==> config.mk <==
export PLATFORM = sky130hd
export DESIGN_NAME = tlpq_ctrl
export DESIGN_NICKNAME = d
export VERILOG_FILES = /design/src/hdl/tlpq_pkg.sv /design/src/hdl/tlpq_ctrl.sv
export SDC_FILE = /design/constraint.sdc
export NUM_CORES = 1
export LEC_CHECK = 0
export ABC_AREA = 0
export BUFFER_PORTS_ARGS = -buffer_cell sky130_fd_sc_hd__buf_2
export CELL_PAD_IN_SITES_DETAIL_PLACEMENT = 1
export CELL_PAD_IN_SITES_GLOBAL_PLACEMENT = 2
export CORE_AREA = 2 2 39 41
export CTS_CLUSTER_SIZE = 10
export DETAILED_ROUTE_END_ITERATION = 10
export DIE_AREA = 0 0 41 43
export PLACE_DENSITY_LB_ADDON = 0.1
export RECOVER_POWER = 25
export SYNTH_ARGS = -nofsm -noshare
export SYNTH_HDL_FRONTEND = slang
export SYNTH_SLANG_ARGS = --single-unit
==> constraint.sdc <==
create_clock -name clk -period 1.2 [get_ports clk]
set_clock_uncertainty 0.15 [all_clocks]
set_input_delay 0.06 -clock clk [delete_from_list [all_inputs] [get_ports clk]]
set_output_delay 0.06 -clock clk [all_outputs]
set_load 0.01 [all_outputs]
==> src/hdl/tlpq_pkg.sv <==
// ----------------------------------------------------------------------------
// tlpq_pkg
// shared types, widths and codes of the two-level priority queue
// ----------------------------------------------------------------------------
package tlpq_pkg;

  localparam int TLPQ_LIST_DEPTH = 16;
  localparam int TLPQ_DATA_W     = 32;

  typedef logic signed [TLPQ_DATA_W-1:0] word_t;

  // operation codes of a request
  typedef enum logic {
    FUNC_ENQ = 1'b0,
    FUNC_DEQ = 1'b1
  } func_t;

  // result status codes
  typedef enum logic [1:0] {
    STAT_OK    = 2'd0,
    STAT_FULL  = 2'd1,
    STAT_EMPTY = 2'd2
  } status_t;

  // controller to datapath commands
  typedef struct packed {
    logic load;   // capture the incoming request
    logic exec;   // run the captured request and load the result register
  } tlpq_cmd_t;

endpackage

==> src/hdl/tlpq_ctrl.sv <==
// ----------------------------------------------------------------------------
// tlpq_ctrl
// request sequencer and result valid flag
// ----------------------------------------------------------------------------
module tlpq_ctrl import tlpq_pkg::*; (
  input  logic      clk,
  input  logic      rst_n,
  input  logic      in_valid,
  output logic      in_ready,
  output logic      out_valid,
  input  logic      out_ready,
  output tlpq_cmd_t cmd
);

  typedef enum logic [1:0] {
    ST_IDLE = 2'b01,
    ST_EXEC = 2'b10
  } state_t;

  state_t state_r, state_nxt;
  logic   out_valid_r, out_valid_nxt;
  logic   res_free;

  // result register is free when empty or being drained this cycle
  assign res_free = !out_valid_r || out_ready;
  assign in_ready = (state_r == ST_IDLE);
  assign cmd.load = in_valid && in_ready;
  assign cmd.exec = (state_r == ST_EXEC) && res_free;

  always_comb begin
    state_nxt = state_r;
    case (state_r)
      ST_IDLE: if (cmd.load) state_nxt = ST_EXEC;
      ST_EXEC: if (cmd.exec) state_nxt = ST_IDLE;
      default: state_nxt = ST_IDLE;
    endcase
  end

  always_comb begin
    out_valid_nxt = out_valid_r;
    if (cmd.exec)       out_valid_nxt = 1'b1;
    else if (out_ready) out_valid_nxt = 1'b0;
  end

  always_ff @(posedge clk) begin
    if (!rst_n) begin
      state_r     <= ST_IDLE;
      out_valid_r <= 1'b0;
    end else begin
      state_r     <= state_nxt;
      out_valid_r <= out_valid_nxt;
    end
  end

  assign out_valid = out_valid_r;

endmodule

# == Word-level counts from Yosys, hierarchy flattened ==
# Index checks and enable logic that the tools add are counted.
# word_totals
inputBits,4
out_inout_bits,4
register_bits,3
# classes
eq_ne,4
muxes,5
reduce_logical,6
# ops
operator,count
$mux W2,2
$pmux W2 S2,1
$eq A2 B1 Y1 const B,1
$eq A2 B2 Y1 const B,1
$logic_and A1 B1 Y1,2
$mux W1,2
$ne A2 B1 Y1 const B,1
$ne A2 B2 Y1 const B,1
$reduce_and A2 Y1,1
$reduce_bool A2 Y1,1
$logic_not A1 Y1,1
$logic_or A1 B1 Y1,1

# == Longest topological paths before layout ==
# Gate-level depths: netlist of run 1.
# logic_depth
depth_word,5
ltp_mapped,3
mapped_depth_nobuf,2

# == Least setup slack after synthesis of run 1 ==
# Ideal clock, no wire load.
# synth_path
kind,flip-flop to flip-flop
start,register state_r[1]
end,register state_r[1]
path_stages_with_launch,3
slack_ns,0.216
n_path_buf,0
arrival_time_ns,0.719
t_required_ns,0.935
path_cell_list,dfxtp_1 > and3b_1 > o21a_1
# synth_lines
item,line_no,source
from (decl),tlpq_ctrl.sv:20,"state_t state_r, state_nxt;"
from (signal assigned),tlpq_ctrl.sv:50,state_r <= state_nxt;

==> tab_implementation.tex, run 1 <==
\begin{tabular}{lr}
\hline
Metric & Value \\
\hline
\multicolumn{2}{l}{\textbf{Placed design}} \\
Routability cong. & 0.543 \\
HPWL Detailed & approximately 270 µm \\
\# port buffers & 7 \\
Placed instance count & 35 \\
Placement Setup Slack & around 0.18 ns \\
\multicolumn{2}{l}{\textbf{Worst setup path}} \\
Worst-case register-to-register setup slack & 0.08 ns \\
First element of the critical path & state\_r[1] \\
R2r worst-path depth & 3 \\
Capturing element of the worst setup path & cmd[1] \\
Critical path launch point type & flip-flop \\
Data arrival at the endpoint of the critical path & around 0.94 ns \\
Startpoint of the lowest-slack register-to-register path & state\_r[1] \\
Classification of the worst setup path & flip-flop to output pin \\
Reg2reg end & state\_r[1] \\
CP max FO & 4 \\
Endpoint type of the worst setup path & output pin \\
Data required, critical path & between 0.9 and 1 ns \\
\multicolumn{2}{l}{\textbf{Timing}} \\
Final period utilization & 95.6\% \\
Peak clock frequency supported by timing & 0.872 GHz \\
Shortest clock period the worst path allows after layout & roughly 1.1 ns \\
Fin Setup TNS & 0 ns \\
Setup repair after global routing missed its margin & false \\
Smallest hold slack & -0.0268 ns \\
Post-layout worst setup margin & between 0.05 and 0.06 ns \\
Actual slew at the worst max-slew pin & approximately 0.12 ns \\
Number of max-slew violations in the final report & 0 \\
Max-slew headroom at the worst pin & 92.0\% \\
Final setup vio count & 0 \\
Number of hold violations in the final report & 1 \\
\multicolumn{2}{l}{\textbf{Clocking}} \\
Number of sinks driven by the clock tree & 3 \\
Total number of H-tree levels & 1 \\
Later-pin clock latency in the skew report & 0.23 ns \\
Root Buffer & sky130\_fd\_sc\_hd\_\_clkbuf\_4 \\
Clk slew on worst S/H paths & approximately 0.040 ns \\
Clock buffer count from CTS & 3 \\
Clock tree from TritonCTS & done \\
Clock Tree Buf Depth & 2 \\
\multicolumn{2}{l}{\textbf{GRT}} \\
Total global routing overflow & 0 \\
Total routing usage reported by global routing & 5.12\% \\
Pin count of the biggest net entering global routing & 5 \\
Wire length of the first global-routing pass & $\sim$570 µm \\
Number of global-route vias before repair & between 100 and 150 \\
Initial antenna violation count & 0 \\
\multicolumn{2}{l}{\textbf{Floorplan}} \\
Core Footprint & 1380 µm² \\
Initial Utilization & roughly a tenth \\
Chip width & 41 µm \\
Ports placed on the boundary & 8 \\
Die extent in y & 43 µm \\
DIE AREA & 1760 µm² \\
Number of rows in the core area & 14 \\
\multicolumn{2}{l}{\textbf{Synthesis}} \\
Post-Synthesis Net Count & 17 \\
Sequential fraction of the synthesis area & between 40\% and 50\% \\
Post-Synthesis Mean Instance Area & 10.3 µm² \\
Count of distinct cell types in the synthesized netlist & 9 \\
Synth Cell Area & 134 µm² \\
Register bit count reported by yosys & 3 \\
Synthesis Warnings & 0 \\
Number of instances in the synthesized netlist & 13 \\
\multicolumn{2}{l}{\textbf{Pwr}} \\
Static leakage & 0.110 nW \\
Part of the power in the clock network & 54.0\% \\
Switching part of the total & 21.3\% \\
Maximum VDD drop & between 0.3 and 0.4 mV \\
Combinational cell fraction of total power & a little under an eighth \\
P\_sw & 0.0685 mW \\
Total chip power & between 0.3 and 0.4 mW \\
Total power divided by cell area & 1350 nW/µm² \\
Design internal power & roughly 0.25 mW \\
Seq pwr share & about a third \\
\multicolumn{2}{l}{\textbf{Finish}} \\
Top library cells by usage in the layout, fill and taps aside & 6 x sky130\_fd\_sc\_hd\_\_buf\_2, 3 x sky130\_fd\_sc\_hd\_\_clkbuf\_4, 2 x sky130\_fd\_sc\_hd\_\_nor2b\_1, 2 x sky130\_fd\_sc\_hd\_\_clkbuf\_1 \\
Number of nets in the layout & 30 \\
Post-layout utilization of the core & 17.2\% \\
Diode count & 0 \\
Fill cells & between 150 and 200 \\
Most common cell after layout, fill and taps aside & sky130\_fd\_sc\_hd\_\_buf\_2 \\
Final cell count without fillers & between 40 and 50 \\
Ratio of cells with drive above 1 in the final layout & a little under three fifths \\
Area Growth Syn to Fin & 77.6\% \\
\multicolumn{2}{l}{\textbf{Status}} \\
Violated checks & negative hold slack \\
Status & finished with violations \\
\multicolumn{2}{l}{\textbf{Route}} \\
Routed wire length per instance & just over 8 µm \\
Starting DRC count in detailed routing & 0 \\
Remaining DRCs & 0 \\
Detailed-router iteration count before antenna repair & 1 \\
Post-detailed-route via-to-cell ratio & 3.27 \\
Post-DRT Antenna Nets & 0 \\
Total length of routed wires & $\sim$340 µm \\
DR vias & 134 \\
\multicolumn{2}{l}{\textbf{Hold path}} \\
Path class of the lowest-slack min-delay path & input pin to flip-flop \\
\multicolumn{2}{l}{\textbf{Flow run}} \\
Number of maximum-capacitance violations & 0 \\
\hline
\end{tabular}
## logic make-up after synthesis
kind of cell | after synthesis | synth area share (%)
AND/OR/NAND/NOR | 6 | 34.6
flip-flops | 3 | 44.9
AO/OA/AOI/OAI | 3 | 15.0
buffers and inverters | 1 | 5.61
## flip-flops by register name, summed over array words and instances, names as in the netlist
signal,cells
state_r,2
out_valid,1
## power groups by stage
stage / clock network (mW) / registers [mW] / logic, mW
global placement: 0 / 0.111 / 0.0299
finish: 0.173 / 0.110 / 0.0378
CTS: 0.182 / 0.109 / 0.0329
floorplan: 0 / 0.110 / 0.0166
global route: 0.195 / 0.111 / 0.0432
detailed placement: 0 / 0.111 / 0.0302
## timing repair
action                                  CTS  global route
hold buffers                              1             0
endpoints found under the hold margin     3             0
setup buffers                             0             1
gates resized for setup                   0             5
endpoints found under the setup margin    0             2
## synthesized netlist by cell type
| master | count | area, µm² |
|---|---|---|
| sky130_fd_sc_hd__a21boi_1 | 1 | 7.51 |
| sky130_fd_sc_hd__and3b_1 | 1 | 8.76 |
| sky130_fd_sc_hd__and4bb_1 | 1 | 12.5 |
| sky130_fd_sc_hd__buf_4 | 1 | 7.51 |
| sky130_fd_sc_hd__dfxtp_1 | 3 | 60.1 |
| sky130_fd_sc_hd__nand2b_1 | 2 | 12.5 |
| sky130_fd_sc_hd__nor2b_1 | 2 | 12.5 |
| sky130_fd_sc_hd__o21a_1 | 1 | 7.51 |
| sky130_fd_sc_hd__o21ai_1 | 1 | 5.00 |
## how the worst min path moves through the flow
| stage | endpoint | startpoint | depth (start not counted) |
|---|---|---|---|
| after floorplan | state_r[0] | rst_n | 1 |
| after global placement | state_r[0] | rst_n | 2 |
| after detailed placement | state_r[0] | rst_n | 2 |
| after CTS | out_valid | out_ready | 3 |
| after global routing | out_valid | out_ready | 3 |
| final | out_valid | out_ready | 3 |
## worst max-delay path, cell delays in order (launching register included)
cell and delay (ns):
sky130_fd_sc_hd__dfxtp_4 0.35, sky130_fd_sc_hd__and3b_2 0.24, sky130_fd_sc_hd__buf_2 0.12
## metrics by stage
step	area (µm²)	hold slack, ns
final	238	-0.0268
after global routing	238	0.000939
after CTS	218	-0.0279
after detailed placement	181	0.122
after global placement	181	0.124
after floorplan	134	-0.0100
## layer usage
layer / track usage, % / vias to the layer above / wire length (µm)
met1: 5.79 / 64 / 131
li1: - / 67 / -
met5: 0 / - / 0
met2: 6.56 / 3 / 182
met4: 4.00 / 0 / 0
met3: 3.14 / 0 / 24
## final cells by class
cell class	count	area [µm²]	area share, %
Multi-Input combinational cell	9	75.1	31.6
Clock buffer	4	26.3	11.1
Timing Repair Buffer	9	51.3	21.6
Tap cell	16	20.0	8.42
Sequential cell	3	65.1	27.4
Power figures use the tool's default switching activity.
==> inputs of run 2 (changes only) <==
- clock period: 1.2 -> 1.1 ns (I/O delays scaled with it)
==> run 2 against run 1 <==
Effect of this change: routed wire length increased by 6.2%; critical endpoint is now state_r[1]; first-iteration DRC count grew 3; non-clock buffer count increased by 1; highest routed layer unchanged; cell count rose by 2.4%; sequential share of layout area decreased by 1.9 points; the run ends with negative hold slack, negative setup slack left; via count is 5.2% higher; core utilization grew 1.3 points; worst hold slack worse by 0.0032 ns; sequential cell count unchanged; critical path depth up 1.
==> tab_implementation.tex, run 2 (synthesis gave the netlist of run 1 again) <==
\begin{tabular}{lr}
\hline
Metric & Value \\
\hline
\multicolumn{2}{l}{\textbf{Status}} \\
Status & finished with violations \\
Violated checks & negative hold slack, negative setup slack \\
\multicolumn{2}{l}{\textbf{Hold path}} \\
Path class of the lowest-slack min-delay path & input pin to flip-flop \\
Startpoint of the most critical hold path & out\_ready \\
\multicolumn{2}{l}{\textbf{Finish}} \\
Number of nets in the layout & 31 (+3.3\%) \\
Post-layout utilization of the core & 18.4\% (+1.3 points) \\
Most common cell after layout, fill and taps aside & sky130\_fd\_sc\_hd\_\_buf\_2 \\
Register ranked first by flip-flop count & state\_r \\
Diode count & 0 (unchanged) \\
Top library cells by usage in the layout, fill and taps aside & 5 x sky130\_fd\_sc\_hd\_\_buf\_2, 3 x sky130\_fd\_sc\_hd\_\_clkbuf\_4, 2 x sky130\_fd\_sc\_hd\_\_nor2b\_1, 2 x sky130\_fd\_sc\_hd\_\_clkbuf\_1, 2 x sky130\_fd\_sc\_hd\_\_buf\_4 \\
Ratio of cells with drive above 1 in the final layout & 61.5\% (+5.5 points) \\
Largest register FFs & 2 (unchanged) \\
Area Growth Syn to Fin & 90.7\% \\
\multicolumn{2}{l}{\textbf{Pwr}} \\
Design internal power & 0.281 mW (+11\%) \\
Switching part of the total & 21.1\% (-0.27 points) \\
Combinational cell fraction of total power & 13.6\% (+1.8 points) \\
Total power divided by cell area & 1390 nW/µm² (+3.2\%) \\
Seq pwr share & 33.8\% (-0.5 points) \\
Maximum VDD drop & 0.396 mV (+9.6\%) \\
Static leakage & 0.115 nW (+4.5\%) \\
P\_sw & 0.0750 mW (+9.4\%) \\
Part of the power in the clock network & 52.6\% (-1.4 points) \\
\multicolumn{2}{l}{\textbf{Timing}} \\
Final setup vio count & 3 (+3) \\
Shortest clock period the worst path allows after layout & 1.13 ns \\
Actual slew at the worst max-slew pin & 0.140 ns (+0.0204 ns) \\
Smallest hold slack & -0.0299 ns (-0.00318 ns) \\
Peak clock frequency supported by timing & around 0.88 GHz \\
Max-slew headroom at the worst pin & 90.7\% (-1.4 points) \\
Post-layout worst setup margin & -0.0321 ns (-0.0849 ns) \\
Setup repair after global routing missed its margin & true \\
Number of max-slew violations in the final report & 0 (unchanged) \\
Final period utilization & 103\% \\
Number of hold violations in the final report & 1 (unchanged) \\
\multicolumn{2}{l}{\textbf{Route}} \\
Starting DRC count in detailed routing & 3 (+3) \\
Routed wire length per instance & 8.55 µm (+3.7\%) \\
Detailed-router iteration count before antenna repair & 2 (+1) \\
Post-DRT Antenna Nets & 0 (unchanged) \\
Total length of routed wires & 359 µm (+6.2\%) \\
DR vias & 141 (+5.2\%) \\
Remaining DRCs & 0 (unchanged) \\
Post-detailed-route via-to-cell ratio & 3.36 (+2.7\%) \\
\multicolumn{2}{l}{\textbf{Clocking}} \\
Clock tree from TritonCTS & done \\
Clock Tree Buf Depth & 2 (unchanged) \\
Clk slew on worst S/H paths & 0.04 ns (about the same) \\
Later-pin clock latency in the skew report & 0.23 ns (about the same) \\
Total number of H-tree levels & 1 (unchanged) \\
Clock buffer count from CTS & 3 (unchanged) \\
Number of sinks driven by the clock tree & 3 (unchanged) \\
Root Buffer & sky130\_fd\_sc\_hd\_\_clkbuf\_4 \\
\# hold bufs at CTS & 1 (unchanged) \\
\multicolumn{2}{l}{\textbf{Worst setup path}} \\
Startpoint of the lowest-slack register-to-register path & state\_r[1] \\
Data required, critical path & 1.07 ns (+0.08 ns) \\
Classification of the worst setup path & flip-flop to flip-flop \\
Data arrival at the endpoint of the critical path & 1.10 ns (+0.16 ns) \\
CP max FO & 4 (unchanged) \\
Endpoint type of the worst setup path & flip-flop \\
Critical path launch point type & flip-flop \\
First element of the critical path & state\_r[1] \\
\multicolumn{2}{l}{\textbf{Floorplan}} \\
Chip width & 41 µm (unchanged) \\
Number of rows in the core area & 14 (unchanged) \\
Ports placed on the boundary & 8 (unchanged) \\
Core Footprint & 1380 µm² (unchanged) \\
Initial Utilization & 9.67\% (unchanged) \\
Die extent in y & 43 µm (unchanged) \\
DIE AREA & 1760 µm² (unchanged) \\
\multicolumn{2}{l}{\textbf{GRT}} \\
Number of global-route vias before repair & 158 (+7.5\%) \\
Total global routing overflow & 0 (unchanged) \\
Wire length of the first global-routing pass & 614 µm (+8.7\%) \\
Initial antenna violation count & 0 (unchanged) \\
Pin count of the biggest net entering global routing & 5 (unchanged) \\
Total routing usage reported by global routing & 5.52\% (+0.40 points) \\
\multicolumn{2}{l}{\textbf{Flow run}} \\
Number of maximum-capacitance violations & 0 (unchanged) \\
\multicolumn{2}{l}{\textbf{Placed design}} \\
\# port buffers & 7 (unchanged) \\
HPWL Detailed & 273 µm (unchanged) \\
Placement Setup Slack & 0.0821 ns (-0.100 ns) \\
Routability cong. & 0.543 (unchanged) \\
\hline
\end{tabular}
[run 2: changes by cell type in the layout (fill, tap and decap cells not counted)]
cell / delta
sky130_fd_sc_hd__o21ai_1: -1
sky130_fd_sc_hd__o21ai_2: +1
sky130_fd_sc_hd__buf_6: +1
sky130_fd_sc_hd__buf_2: -1
sky130_fd_sc_hd__buf_4: +1
[run 2: worst paths after layout]
| path | end | slack (ns) | cells after the start |
|---|---|---|---|
| max | state_r[1] | -0.03 | 3 |
| min | out_valid | -0.03 | 3 |
| max reg2reg | state_r[1] | -0.03 | 3 |
| min reg2reg | out_valid | 0.35 | 2 |
[run 2: through the flow]
step / setup TNS [ns] / instance area (µm²) / std cells / hold slack (ns) / total power [mW]
floorplan: 0 / 134 / 13 / -0.0150 / 0.138
global placement: 0 / 181 / 35 / 0.119 / 0.154
detailed placement: 0 / 181 / 35 / 0.117 / 0.154
CTS: -0.121 / 244 / 41 / -0.0329 / 0.366
global route: -0.250 / 255 / 42 / -0.00408 / 0.388
finish: -0.0750 / 255 / 42 / -0.0299 / 0.356
[run 2: area by class of cell]
type	count	area, µm²
clock buffers	4	26.3
fillers	166	1130
repair buffers	10	65.1
flip-flops and latches	3	65.1
well taps	16	20.0
multi-input cells	9	78.8
[run 2: power groups by stage]
stage	Sequential, mW	Clock [mW]	Combinational (mW)
after floorplan	0.120	0	0.0181
after global placement	0.121	0	0.0326
after detailed placement	0.121	0	0.0330
after CTS	0.120	0.199	0.0469
after global routing	0.121	0.213	0.0542
final	0.120	0.187	0.0485
[run 2: worst max-delay path: stages, from the launching register on]
cell                      delay, ns
sky130_fd_sc_hd__dfxtp_4       0.36
sky130_fd_sc_hd__and3b_2       0.22
sky130_fd_sc_hd__buf_4         0.14
sky130_fd_sc_hd__o21a_1        0.15
[run 2: timing repair]
action,CTS,global route
setup buffers,1,1
resized for setup,5,2
endpoints found under the setup margin,2,5
hold endpoints to repair,3,1
[run 2: layer usage]
| metal | up-vias | track usage (%) | routed length [µm] |
|---|---|---|---|
| li1 | 70 | - | - |
| met1 | 68 | 6.75 | 136 |
| met2 | 3 | 6.88 | 195 |
| met3 | 0 | 3.14 | 27 |
| met4 | 0 | 4.00 | 0 |
| met5 | - | 0 | 0 |
